--- src/hdl/sgm_pkg.sv ---
// Shared types and constants of the scanline path aggregation unit
`timescale 1ns / 1ps
`default_nettype none
package sgm_pkg;

	localparam int PIX_W  = 8;
	localparam int COST_W = 13;
	localparam int P1_W   = 8;
	localparam int P2_W   = 12;
	localparam int MD_W   = 7;
	localparam int IDX_W  = 6;

	localparam logic [COST_W-1:0] COST_MAX = 13'd8191;
	localparam logic [7:0]        COL_MAX  = 8'd255;

	// restoring divider: one quotient bit per cycle
	localparam logic [3:0] DIV_STEPS = 4'd12;

	typedef enum logic [1:0] {
		REG_PENALTY_SMALL = 2'd0,
		REG_PENALTY_LARGE = 2'd1,
		REG_MIN_DISPARITY = 2'd2
	} reg_idx_t;

	typedef enum logic [1:0] {
		ST_IDLE,
		ST_DIV,
		ST_FETCH,
		ST_RUN
	} agg_state_t;

endpackage
`default_nettype wire

--- src/hdl/sgm_ram.sv ---
// Generic single write port, single read port RAM with registered read
`timescale 1ns / 1ps
`default_nettype none
module sgm_ram #(
	parameter int WIDTH = 8,
	parameter int DEPTH = 128
) (
	input  wire                     clk,
	input  wire                     we,
	input  wire [$clog2(DEPTH)-1:0] waddr,
	input  wire [WIDTH-1:0]         wdata,
	input  wire [$clog2(DEPTH)-1:0] raddr,
	output logic [WIDTH-1:0]        rdata
);

	logic [WIDTH-1:0] mem [DEPTH];

	// write and registered read
	always_ff @(posedge clk) begin
		if (we) begin
			mem[waddr] <= wdata;
		end
		rdata <= mem[raddr];
	end

endmodule
`default_nettype wire

--- src/hdl/sgm_cell.sv ---
// One cost cell of the previous-column chain
`timescale 1ns / 1ps
`default_nettype none
module sgm_cell #(
	parameter int WIDTH = 13
) (
	input  wire              clk,
	input  wire              shift,
	input  wire [WIDTH-1:0]  din,
	output logic [WIDTH-1:0] dout
);

	logic [WIDTH-1:0] cost_q;

	// take the neighbour's cost on each shift
	always_ff @(posedge clk) begin
		if (shift) begin
			cost_q <= din;
		end
	end

	assign dout = cost_q;

endmodule
`default_nettype wire

--- src/hdl/sgm_div.sv ---
// Restoring divider for the large-jump penalty over the intensity step
`timescale 1ns / 1ps
`default_nettype none
module sgm_div (
	input  wire                       clk,
	input  wire                       arst_n,
	input  wire                       start,
	input  wire [sgm_pkg::P2_W-1:0]   dividend,
	input  wire [sgm_pkg::PIX_W-1:0]  divisor,
	output logic                      busy,
	output logic [sgm_pkg::P2_W-1:0]  quotient
);
	import sgm_pkg::*;

	logic             busy_q;
	logic [3:0]       cnt_q;
	logic [PIX_W-1:0] div_q;
	logic [PIX_W-1:0] rem_q;
	logic [P2_W-1:0]  quo_q;
	logic [PIX_W:0]   trial;
	logic             fits;

	// trial subtraction of one step
	always_comb begin
		trial = {rem_q, quo_q[P2_W-1]};
		fits  = trial >= {1'b0, div_q};
	end

	// control: step count and busy flag
	always_ff @(posedge clk or negedge arst_n) begin
		if (!arst_n) begin
			busy_q <= 1'b0;
			cnt_q  <= '0;
		end else if (start) begin
			busy_q <= divisor != '0;
			cnt_q  <= DIV_STEPS;
		end else if (busy_q) begin
			cnt_q  <= cnt_q - 4'd1;
			busy_q <= cnt_q != 4'd1;
		end
	end

	// datapath: shift dividend in, quotient bits out; a zero step keeps the dividend
	always_ff @(posedge clk) begin
		if (start) begin
			div_q <= divisor;
			rem_q <= '0;
			quo_q <= dividend;
		end else if (busy_q) begin
			rem_q <= fits ? PIX_W'(trial - {1'b0, div_q}) : trial[PIX_W-1:0];
			quo_q <= {quo_q[P2_W-2:0], fits};
		end
	end

	assign busy     = busy_q;
	assign quotient = quo_q;

endmodule
`default_nettype wire

--- src/hdl/sgm_scanline_path_aggregation_unit.sv ---
// Top level: left-to-right SGM path aggregation over one scanline
//
//  channel  | dir | fields
//  ---------+-----+-------------------------------------------------
//  s_*      | in  | tdata: left_pixel, right_pixel; tuser: row_start
//  m_*      | out | tdata: disparity_index, path_cost; tlast: is_last
//  APB      | in  | penalty_small @0, penalty_large @4, min_disparity @8
//
// Each pixel is accepted, passes the bit-serial penalty divider (which does
// not run when the intensity step is zero), primes the history RAM read, then
// yields one word a cycle as the cost chain rotates. Stalls on m_tready hold
// the chain and the RAM address. Reset clears control state only; history and
// costs are undefined until written, so a row must open with row_start.
`timescale 1ns / 1ps
`default_nettype none
module sgm_scanline_path_aggregation_unit #(
	parameter int DISPARITIES   = 64,
	parameter int HISTORY_DEPTH = 128
) (
	input  wire         clk,
	input  wire         arst_n,
	// APB configuration
	input  wire         psel,
	input  wire         penable,
	input  wire         pwrite,
	input  wire  [3:0]  paddr,
	input  wire  [31:0] pwdata,
	output logic [31:0] prdata,
	output logic        pready,
	// pixel input
	input  wire         s_tvalid,
	output logic        s_tready,
	input  wire  [15:0] s_tdata,   // [7:0] left_pixel, [15:8] right_pixel
	input  wire         s_tuser,   // [0] row_start
	// cost output
	output logic        m_tvalid,
	input  wire         m_tready,
	output logic [23:0] m_tdata,   // [5:0] disparity_index, [18:6] path_cost
	output logic        m_tlast
);
	import sgm_pkg::*;

	localparam int DW = (DISPARITIES > 1) ? $clog2(DISPARITIES) : 1;
	localparam int HW = $clog2(HISTORY_DEPTH);
	localparam logic [8:0] HD9 = 9'(HISTORY_DEPTH);
	localparam logic [DW-1:0] DI_LAST = DW'(DISPARITIES - 1);
	localparam logic [HW-1:0] WP_LAST = HW'(HISTORY_DEPTH - 1);
	localparam logic [COST_W:0] BIG = '1;

	// configuration registers
	logic [P1_W-1:0] p1_q;
	logic [P2_W-1:0] p2_q;
	logic [MD_W-1:0] md_q;
	logic            cfg_wr;

	assign pready = 1'b1;
	assign cfg_wr = psel && penable && pwrite && pready;

	always_ff @(posedge clk or negedge arst_n) begin
		if (!arst_n) begin
			p1_q <= 8'd10;
			p2_q <= 12'd120;
			md_q <= '0;
		end else if (cfg_wr) begin
			case (paddr[3:2])
				REG_PENALTY_SMALL: p1_q <= pwdata[P1_W-1:0];
				REG_PENALTY_LARGE: p2_q <= pwdata[P2_W-1:0];
				REG_MIN_DISPARITY: md_q <= pwdata[MD_W-1:0];
				default: ;
			endcase
		end
	end

	always_comb begin
		case (paddr[3:2])
			REG_PENALTY_SMALL: prdata = {24'd0, p1_q};
			REG_PENALTY_LARGE: prdata = {20'd0, p2_q};
			REG_MIN_DISPARITY: prdata = {25'd0, md_q};
			default:           prdata = '0;
		endcase
	end

	// control and per-item state
	agg_state_t       state_q, state_d;
	logic [DW-1:0]    di_q;
	logic [HW-1:0]    wp_q, wp_nxt;
	logic [7:0]       colcnt_q, col;
	logic [7:0]       col_q;
	logic             start_q;
	logic [PIX_W-1:0] left_q, prev_left_q, rfr_q, gstep;
	logic [COST_W-1:0] prev_min_q, min_q, last_q;
	logic [P2_W-1:0]  far_q, quo;
	logic             div_busy;
	logic             accept, adv;
	logic             out_valid_q, out_last_q;
	logic [COST_W-1:0] out_cost_q;
	logic [DW-1:0]    out_idx_q;

	assign s_tready = state_q == ST_IDLE;
	assign accept   = s_tvalid && s_tready;
	assign adv      = (state_q == ST_RUN) && (!out_valid_q || m_tready);
	assign col      = s_tuser ? 8'd0 : colcnt_q;
	assign gstep    = (s_tdata[7:0] > prev_left_q) ? s_tdata[7:0] - prev_left_q
	                                               : prev_left_q - s_tdata[7:0];
	assign wp_nxt   = (wp_q == WP_LAST) ? '0 : wp_q + HW'(1);

	// penalty divider
	sgm_div u_div (
		.clk      (clk),
		.arst_n   (arst_n),
		.start    (accept),
		.dividend (p2_q),
		.divisor  (gstep),
		.busy     (div_busy),
		.quotient (quo)
	);

	// history RAM, newest entry at wp_q
	logic [DW-1:0]    rd_di;
	logic [HW-1:0]    raddr;
	logic [PIX_W-1:0] hist_rd;
	logic [7:0]       rd_d;
	logic [8:0]       rd_k;
	logic [9:0]       rd_diff;

	always_comb begin
		if (state_q == ST_FETCH) begin
			rd_di = '0;
		end else if (adv) begin
			rd_di = di_q + DW'(1);
		end else begin
			rd_di = di_q;
		end
		rd_d    = 8'(rd_di) + 8'(md_q);
		rd_k    = ({1'b0, rd_d} < HD9) ? {1'b0, rd_d} : HD9 - 9'd1;
		rd_diff = {1'b0, 9'(wp_q)} - {1'b0, rd_k};
		if (rd_diff[9]) begin
			rd_diff = rd_diff + {1'b0, HD9};
		end
		raddr = rd_diff[HW-1:0];
	end

	sgm_ram #(
		.WIDTH (PIX_W),
		.DEPTH (HISTORY_DEPTH)
	) u_hist (
		.clk   (clk),
		.we    (accept),
		.waddr (wp_nxt),
		.wdata (s_tdata[15:8]),
		.raddr (raddr),
		.rdata (hist_rd)
	);

	// chain of previous-column costs, head holds index di_q
	logic [COST_W-1:0] chain [DISPARITIES];
	logic [COST_W-1:0] new_cost;

	for (genvar i = 0; i < DISPARITIES; i++) begin : g_chain
		sgm_cell #(.WIDTH(COST_W)) u_cell (
			.clk   (clk),
			.shift (adv),
			.din   ((i == DISPARITIES - 1) ? new_cost : chain[(i + 1) % DISPARITIES]),
			.dout  (chain[i])
		);
	end

	// cost of the current disparity
	logic [7:0]        cur_d;
	logic [PIX_W-1:0]  rv, raw;
	logic [COST_W:0]   c_same, c_lo, c_hi, c_far, sm;
	logic [COST_W+1:0] sum, net;

	always_comb begin
		cur_d  = 8'(di_q) + 8'(md_q);
		rv     = (col_q <= cur_d) ? rfr_q : hist_rd;
		raw    = (left_q > rv) ? left_q - rv : rv - left_q;
		c_same = {1'b0, chain[0]};
		c_lo   = (di_q != '0) ? {1'b0, last_q} + (COST_W+1)'(p1_q) : BIG;
		c_hi   = (di_q != DI_LAST) ? {1'b0, chain[1 % DISPARITIES]} + (COST_W+1)'(p1_q)
		                           : BIG;
		c_far  = {1'b0, prev_min_q} + (COST_W+1)'(far_q);
		sm     = c_same;
		if (c_lo < sm) sm = c_lo;
		if (c_hi < sm) sm = c_hi;
		if (c_far < sm) sm = c_far;
		sum = {1'b0, sm} + (COST_W+2)'(raw);
		net = (sum >= (COST_W+2)'(prev_min_q)) ? sum - (COST_W+2)'(prev_min_q) : '0;
		if (start_q) begin
			new_cost = COST_W'(raw);
		end else if (net > (COST_W+2)'(COST_MAX)) begin
			new_cost = COST_MAX;
		end else begin
			new_cost = net[COST_W-1:0];
		end
	end

	// next state
	always_comb begin
		state_d = state_q;
		case (state_q)
			ST_IDLE:  if (accept) state_d = ST_DIV;
			ST_DIV:   if (!div_busy) state_d = ST_FETCH;
			ST_FETCH: state_d = ST_RUN;
			ST_RUN:   if (adv && di_q == DI_LAST) state_d = ST_IDLE;
			default:  state_d = ST_IDLE;
		endcase
	end

	always_ff @(posedge clk or negedge arst_n) begin
		if (!arst_n) begin
			state_q <= ST_IDLE;
		end else begin
			state_q <= state_d;
		end
	end

	// row and history bookkeeping
	always_ff @(posedge clk or negedge arst_n) begin
		if (!arst_n) begin
			wp_q        <= '0;
			colcnt_q    <= '0;
			prev_left_q <= '0;
			rfr_q       <= '0;
			prev_min_q  <= '0;
		end else begin
			if (accept) begin
				wp_q        <= wp_nxt;
				colcnt_q    <= (col < COL_MAX) ? col + 8'd1 : COL_MAX;
				prev_left_q <= s_tdata[7:0];
				if (col == 8'd0) begin
					rfr_q <= s_tdata[15:8];
				end
			end
			if (adv && di_q == DI_LAST) begin
				prev_min_q <= (new_cost < min_q) ? new_cost : min_q;
			end
		end
	end

	// latch the item and step through disparities
	always_ff @(posedge clk) begin
		if (accept) begin
			left_q  <= s_tdata[7:0];
			start_q <= s_tuser;
			col_q   <= col;
		end
		if (state_q == ST_FETCH) begin
			far_q <= (quo > P2_W'(p1_q)) ? quo : P2_W'(p1_q);
			di_q  <= '0;
			min_q <= COST_MAX;
		end else if (adv) begin
			di_q   <= di_q + DW'(1);
			last_q <= chain[0];
			if (new_cost < min_q) begin
				min_q <= new_cost;
			end
		end
	end

	// output register
	always_ff @(posedge clk or negedge arst_n) begin
		if (!arst_n) begin
			out_valid_q <= 1'b0;
		end else if (adv) begin
			out_valid_q <= 1'b1;
		end else if (m_tready) begin
			out_valid_q <= 1'b0;
		end
	end

	always_ff @(posedge clk) begin
		if (adv) begin
			out_idx_q  <= di_q;
			out_cost_q <= new_cost;
			out_last_q <= di_q == DI_LAST;
		end
	end

	assign m_tvalid = out_valid_q;
	assign m_tdata  = {5'd0, out_cost_q, IDX_W'(out_idx_q)};
	assign m_tlast  = out_last_q;

endmodule
`default_nettype wire

--- config.mk ---
export PLATFORM = sky130hd
export DESIGN_NAME = sgm_scanline_path_aggregation_unit
export DESIGN_NICKNAME = d
export VERILOG_FILES = /design/src/hdl/sgm_pkg.sv /design/src/hdl/sgm_ram.sv /design/src/hdl/sgm_cell.sv /design/src/hdl/sgm_div.sv /design/src/hdl/sgm_scanline_path_aggregation_unit.sv
export SDC_FILE = /design/constraint.sdc
export NUM_CORES = 2
export LEC_CHECK = 0
export BUFFER_PORTS_ARGS = -buffer_cell sky130_fd_sc_hd__buf_2
export CAP_MARGIN = 30
export CORE_UTILIZATION = 64
export DETAILED_ROUTE_END_ITERATION = 16
export GPL_TIMING_DRIVEN = 0
export PLACE_DENSITY = 0.81
export SLEW_MARGIN = 20
export SYNTH_ARGS = -nofsm -noshare
export SYNTH_HDL_FRONTEND = slang
export SYNTH_SLANG_ARGS = --single-unit
--- constraint.sdc ---
create_clock -name clk -period 47 [get_ports clk]
set_input_delay 2.35 -clock clk [delete_from_list [all_inputs] [get_ports clk]]
set_output_delay 2.35 -clock clk [all_outputs]
set_load 0.005 [all_outputs]
### Yosys cells after proc, flatten, opt, wreduce, memory -nomap -nowiden

Memory sizes are Yosys's and may differ from the RTL's. A register that Yosys moved wholly into a read port is not among the register bits.
Cells that the tools add are included.

| word-level totals | value |
|---|---|
| output and inout port bits | 60 |
| memories kept | 1 |
| bits in registers | 1007 |
| logic and storage cells | 190 |
| RAM bits | 1024 |
| input port bits | 60 |

| operators by class | value |
|---|---|
| eq/ne operators | 12 |
| $lt $le $gt $ge | 13 |
| reductions and logical operators | 20 |
| bitwise operators | 1 |
| add/subtract/negate cells | 18 |
| multiplexer cells | 36 |

Memory list:

| memory | words | width | rd ports | clocked after Yosys merged registers in | write ports | RTL line | text |
|---|---|---|---|---|---|---|---|
| u_hist.mem | 128 | 8 | 1 | 1 | 1 | sgm_ram.sv:16 | `logic [WIDTH-1:0] mem [DEPTH];` |

Operators with widths:

| cell | count |
|---|---|
| 14-bit two-way mux | 5 |
| 8-bit two-way mux | 8 |
| 8-bit subtractor | 5 |
| 13-bit two-way mux | 3 |
| 12-bit case mux with 3 select lines | 1 |
| 13-bit by 8-bit adder with 14-bit output | 2 |
| 14-bit < comparator | 2 |
| 12-bit two-way mux | 2 |
| 6-bit by 7-bit adder with 8-bit output | 2 |
| 8-bit greater-than comparator | 2 |
| 8-bit < comparator, second input constant | 2 |
| 14-bit by 8-bit adder with 15-bit output | 1 |
| 15-bit by 13-bit >= comparator with 1-bit output | 1 |
| 15-bit by 13-bit greater-than comparator with 1-bit output, second input constant | 1 |
| 15-bit two-way mux | 1 |
| 15-bit by 13-bit subtractor with 15-bit output | 1 |
| 13-bit by 12-bit adder with 14-bit output | 1 |
| 7-bit by 1-bit adder with 7-bit output, second input constant | 2 |
| 14-bit by 13-bit < comparator with 1-bit output | 1 |
| 7-bit two-way mux | 2 |
| 13-bit < comparator | 1 |
| 12-bit by 8-bit greater-than comparator with 1-bit output | 1 |
| 6-bit two-way mux | 2 |
| 2-bit AND reduction | 5 |
| other kinds (28) | 46 |

### Longest topological paths before layout

| logic depth | value |
|---|---|
| depth in word-level cells | 16 |
| depth in mapped cells | 77 |
| depth with buffers taken out | 69 |

### By module

Synthesis repeated with hierarchy kept, for this count alone.

| unflattened totals | value |
|---|---|
| cells, all modules | 4136 |
| area total of the unflattened synthesis | 79924.2 µm² |

By module, submodules not included:

| module | sequential area each (µm²) | instances | cells an instance | area an instance (µm²) |
|---|---|---|---|---|
| sgm_ram | 30909.6 | 1 | 1635 | 39665.5 |
| sgm_cell | 390.4 | 64 | 13 | 390.4 |
| sgm_scanline_path_aggregation_unit | 4101.4 | 1 | 1515 | 13501.7 |
| sgm_div | 885.8 | 1 | 154 | 1773.0 |

### Worst setup path after synthesis

No wires, ideal clock.

| timing path | value |
|---|---|
| path kind | input to register |
| from | input m_tready |
| to | register u_hist.rdata[0], read port of u_hist.mem |
| data required time | 46871 ps |
| slack | 29179 ps |
| arrival time | 17692 ps |
| cell stages on the path | 19 |
| buffers on the path | 2 |
| setup time | 129 ps |
| cells stage by stage | nand2b_1 and2_1 buf_2 nand4_1 or2_2 xor2_1 nor2_1 ha_1 nor2b_1 o21a_1 or2_2 ha_1 fa_1 xnor2_1 clkbuf_1 mux4_2 mux2_2 o211ai_1 o21ai_0 |

| on the way | value |
|---|---|
| longest elaborated chain between the ends | 10 |

Ends and longest elaborated chain:

| item | RTL line | text |
|---|---|---|
| from (decl) | sgm_scanline_path_aggregation_unit.sv:37 | `input wire m_tready,` |
| 1-bit logical OR * | sgm_scanline_path_aggregation_unit.sv:101 | `assign adv = (state_q == ST_RUN) && (!out_valid_q \|\| m_tready);` |
| 1-bit logical AND * | sgm_scanline_path_aggregation_unit.sv:101 |  |
| via adv | sgm_scanline_path_aggregation_unit.sv:94 | `logic accept, adv;` |
| 6-bit two-way mux * | sgm_scanline_path_aggregation_unit.sv:129 | `end else if (adv) begin` |
| 6-bit two-way mux * | sgm_scanline_path_aggregation_unit.sv:127 | `if (state_q == ST_FETCH) begin` |
| via rd_di[5] | sgm_scanline_path_aggregation_unit.sv:119 | `logic [DW-1:0] rd_di;` |
| 6-bit by 7-bit adder with 8-bit output * | sgm_scanline_path_aggregation_unit.sv:134 | `rd_d = 8'(rd_di) + 8'(md_q);` |
| 8-bit < comparator | sgm_scanline_path_aggregation_unit.sv:135 | `rd_k = ({1'b0, rd_d} < HD9) ? {1'b0, rd_d} : HD9 - 9'd1;` |
| 8-bit two-way mux * | sgm_scanline_path_aggregation_unit.sv:135 |  |
| 7-bit by 8-bit subtractor with 9-bit output * | sgm_scanline_path_aggregation_unit.sv:136 | `rd_diff = {1'b0, 9'(wp_q)} - {1'b0, rd_k};` |
| 7-bit by 1-bit adder with 7-bit output | sgm_scanline_path_aggregation_unit.sv:138 | `rd_diff = rd_diff + {1'b0, HD9};` |
| 7-bit two-way mux * | sgm_scanline_path_aggregation_unit.sv:137 | `if (rd_diff[9]) begin` |
| to (decl) | sgm_ram.sv:13 | `output logic [WIDTH-1:0] rdata` |

Mark *: on every way through the listed nets, which the timed path passes. The rest lies on a longest branch.
A chain may end at the register's enable or synchronous reset.

### Final worst setup path

| timing path | value |
|---|---|
| from | register p1_q[0] |
| to | register min_q[11] |

| on the way | value |
|---|---|
| longest elaborated chain between the ends | 16 |
| elaborated cells between the ends (all ways) | 19 |
| those cells by class | 4 x add/sub; 6 x order compare; 9 x mux |

Ends and longest elaborated chain:

| item | RTL line | text |
|---|---|---|
| from (decl) | sgm_scanline_path_aggregation_unit.sv:51 | `logic [P1_W-1:0] p1_q;` |
| from (signal assigned) | sgm_scanline_path_aggregation_unit.sv:66 | `REG_PENALTY_SMALL: p1_q <= pwdata[P1_W-1:0];` |
| 13-bit by 8-bit adder with 14-bit output | sgm_scanline_path_aggregation_unit.sv:179 | `c_lo = (di_q != '0) ? {1'b0, last_q} + (COST_W+1)'(p1_q) : BIG;` |
| 14-bit two-way mux | sgm_scanline_path_aggregation_unit.sv:179 |  |
| 14-bit by 13-bit < comparator with 1-bit output | sgm_scanline_path_aggregation_unit.sv:184 | `if (c_lo < sm) sm = c_lo;` |
| 14-bit two-way mux | sgm_scanline_path_aggregation_unit.sv:184 |  |
| 14-bit < comparator | sgm_scanline_path_aggregation_unit.sv:185 | `if (c_hi < sm) sm = c_hi;` |
| 14-bit two-way mux * | sgm_scanline_path_aggregation_unit.sv:185 |  |
| 14-bit < comparator | sgm_scanline_path_aggregation_unit.sv:186 | `if (c_far < sm) sm = c_far;` |
| 14-bit two-way mux * | sgm_scanline_path_aggregation_unit.sv:186 |  |
| 14-bit by 8-bit adder with 15-bit output * | sgm_scanline_path_aggregation_unit.sv:187 | `sum = {1'b0, sm} + (COST_W+2)'(raw);` |
| 15-bit by 13-bit subtractor with 15-bit output / 15-bit by 13-bit >= comparator with 1-bit output (equally long branches) | sgm_scanline_path_aggregation_unit.sv:188 | `net = (sum >= (COST_W+2)'(prev_min_q)) ? sum - (COST_W+2)'(prev_min_q) : '0;` |
| 15-bit two-way mux * | sgm_scanline_path_aggregation_unit.sv:188 |  |
| 15-bit by 13-bit greater-than comparator with 1-bit output | sgm_scanline_path_aggregation_unit.sv:191 | `end else if (net > (COST_W+2)'(COST_MAX)) begin` |
| 13-bit two-way mux * | sgm_scanline_path_aggregation_unit.sv:191 |  |
| 13-bit two-way mux * | sgm_scanline_path_aggregation_unit.sv:189 | `if (start_q) begin` |
| via g_chain[63].u_cell.din[7] | sgm_cell.sv:9 | `input wire [WIDTH-1:0] din,` |
| 13-bit < comparator * | sgm_scanline_path_aggregation_unit.sv:255 | `if (new_cost < min_q) begin` |
| 13-bit two-way mux * | -- |  |
| to (signal assigned) | sgm_scanline_path_aggregation_unit.sv:256 | `min_q <= new_cost;` |
| to (decl) | sgm_scanline_path_aggregation_unit.sv:91 | `logic [COST_W-1:0] prev_min_q, min_q, last_q;` |

Marks and branches as above.

==> flow_summary_export.csv <==
group,metric,value,unit
clock_network,clk_pin_slew,0.08,ns
yosys,synth.area.top_cells,"edfxtp_1 73%, mux4_2 9.0%, ha_1 2.9%",
layout,syn_to_final_growth,11.9,%
grt,grt-ovfl-total,0,
floorplanning,pin_count,120,
clock_network,hold_buffers,0,
drt,drc,0,
place,port-buffer-count,71,
timing,worst_pin_slew,1.09,ns
place,gp_congestion,0.932,
timing,hold_viol,0,
drt,viasPerCell,6.44,
yosys,ys_ff_latch,2039,
setup_path,crit_buf_inv,12,
setup_path,worstPathArrival,18.74,ns
clock_network,cts_buffers,190,
timing,skew,0.0418,ns
grt,grt_max_degree,117,
setup_path,critPathMostFrequentCell,"ha_1",
drt,num_vias,40700,
setup_path,crit_family,"compound AO/OA/AOI/OAI gates",
floorplanning,die_w,355,um
timing,period_needed,18.05,ns
hold_path,hp-class,"flop to flop",
clock_network,cts_buffer_depth,3,
setup_path,worst-path-max-fanout,10,
layout,fin_nets,4787,
timing,max_freq,0.0554,GHz
yosys,synth_top_area_share,72.5,%
yosys,synth_edf_count,1925,
clock_network,cts_resized,0,
setup_path,cp.required,47.69,ns
outcome,status,"finished clean",
yosys,yosys.cell_types.count,90,
job,drv_cap,0,
grt,grt_pass1_wl,264000,um
floorplanning,core-area,124000,um^2
timing,maxSlewViolCount,0,
timing,relSlewSlack,27.6,%
floorplanning,die_area,126000,um^2
timing,grt_setup_unrepaired,"no",
yosys,yosys.area.top_type,"edfxtp_1",
layout,drive_gt1_share,18.3,%
grt,antenna_found_initial,13,
layout,post-route-util,72.2,%
place,hpwl,106000,um
yosys,avgSynthCellArea,19.0,um^2
drt,antenna_left,0,
clock_network,cts_root_buffer,"clkbuf_16",
drt,wl_per_cell,28.2,um
yosys,ys.flop_type,"edfxtp_1",
yosys,syn_inst,4191,
clock_network,clkSinkCount,2039,
setup_path,path_class,"flop to flop",
clock_network,htreeDepth,4,
grt,grt_pass1_vias,41000,
setup_path,crit_slowest_cell,"o311ai_0",
setup_path,worstSetupEndpointType,"flop",
yosys,synth.yosys.warnings,0,
drt,first_iter_violations,5548,
floorplanning,std_cell_rows,129,
clock_network,postCtsSetupBuffers,0,
timing,period_share,38.4,%
grt,grt_use_total,28.7,%
floorplanning,start_util,64.5,%
timing,setup_viol,0,
setup_path,slowest_delay,0.60,ns
clock_network,tritoncts,"built",
yosys,yosysSeqAreaShare,75.9,%
drt,first_pass_iters,8,
yosys,syn_area,79700,um^2
floorplanning,die_y,355,um
clock_network,clk_latency,0.81,ns
drt,routed_wl,178000,um
timing,fin_setup_tns,0,ns
yosys,synthArstFlopShare,3.87,%
setup_path,start_kind,"flop",
through the flow:
stage	setup slack, ns	area (um^2)	hold slack, ns	cells
finish	28.95	89200	0.406	6330
global route	27.92	89200	0.416	6329
CTS	29.16	89000	0.403	6305
detailed placement	29.68	83000	0.405	5956
global placement	23.80	82200	0.401	5924
floorplan	29.18	79800	0.400	4216
synth_stat cells (all sizes together) (58+ instances only):
library cell and count:
clkbuf 102, nor2 242, inv 149, ha 183, xnor2 68, dfrtp 73, mux4 320, buf 70
edfxtp 1925, o21ai 138, a21oi 129, mux2 58, mux2i 75, nand2 188
layer usage:
metal	track usage [%]	routed length (um)	share of wire, %
met1	38.5	66200	37
met2	45.1	85600	48
met3	7.14	17900	10
met4	13.0	8560	4.8
met5	0	162	0.091
sequential cells by signal, summed over array words and instances (netlist names), 6 cells and up:
register,count
u_hist.mem,1024
u_hist.rdata,8
last_q,13
colcnt_q,8
min_q,13
out_cost_q,13
di_q,6
p1_q,8
g_chain.u_cell.dout,819
rfr_q,8
prev_min_q,13
u_div.rem_q,8
md_q,7
u_div.div_q,8
out_idx_q,6
far_q,12
col_q,8
u_div.quotient,12
wp_q,7
left_q,8
prev_left_q,8
p2_q,12
cell type report:
cell class              instances  area, um^2
flip-flops and latches       2039       60500
fillers                      6865       34400
multi-input cells            1855       18000
clock buffers                 254        5190
well taps                    1637        2050
repair buffers                123        1300
plain buffers                 172         836
clock inverters                95         823
inverters                     150         563
diodes                          5        12.5
cell families (layout without fill, tap and decap cells):
group / Yosys count / in the layout / synth area share [%]
AOI/OAI and AO/OA: 441 / 441 / 3.58
muxes: 453 / 453 / 10.8
buffers and inverters: 322 / 794 / 1.74
DFF: 2039 / 2039 / 75.9
adders and majority gates: 196 / 196 / 3.20
xor gates and xnor gates: 98 / 98 / 1.10
other: 2 / 32 / 0.00942
and+or+nand+nor: 640 / 640 / 3.68
placed cells by master, fill, tap and decap left out, types with 30 or more instances in the layout:
cell          n
o21ai_0     121
buf_6        33
buf_4        43
dfxtp_1      35
nand3_1      37
nor2b_1      30
ha_1        183
clkinv_1     35
clkbuf_1    151
nor2_1      242
a21o_1       37
edfxtp_1   1925
inv_1       149
mux4_2      320
buf_2        64
clkbuf_16   196
mux2_2       58
nand2_1     188
xnor2_1      66
nand2b_1     40
dfrtp_1      73
a21oi_1     128
mux2i_1      74
path summary, 6_finish.rpt:
kind                            slack, ns  depth (start not counted)                    endpoint                        from
worst max-delay path                28.95                         73                   min_q[11]                     p1_q[0]
worst min-delay path                 0.41                          0  g_chain[59].u_cell.dout[5]  g_chain[60].u_cell.dout[5]
worst max register to register      28.95                         73                   min_q[11]                     p1_q[0]
worst min register to register       0.41                          0  g_chain[59].u_cell.dout[5]  g_chain[60].u_cell.dout[5]
max in group asynchronous           44.74                          2                    rfr_q[1]                      arst_n
min in group asynchronous            1.63                          1              u_div.cnt_q[1]                      arst_n
Power is left out: the tool's default activity adds up to more than one toggle a clock period on the data nets, which glitch-free logic cannot reach.
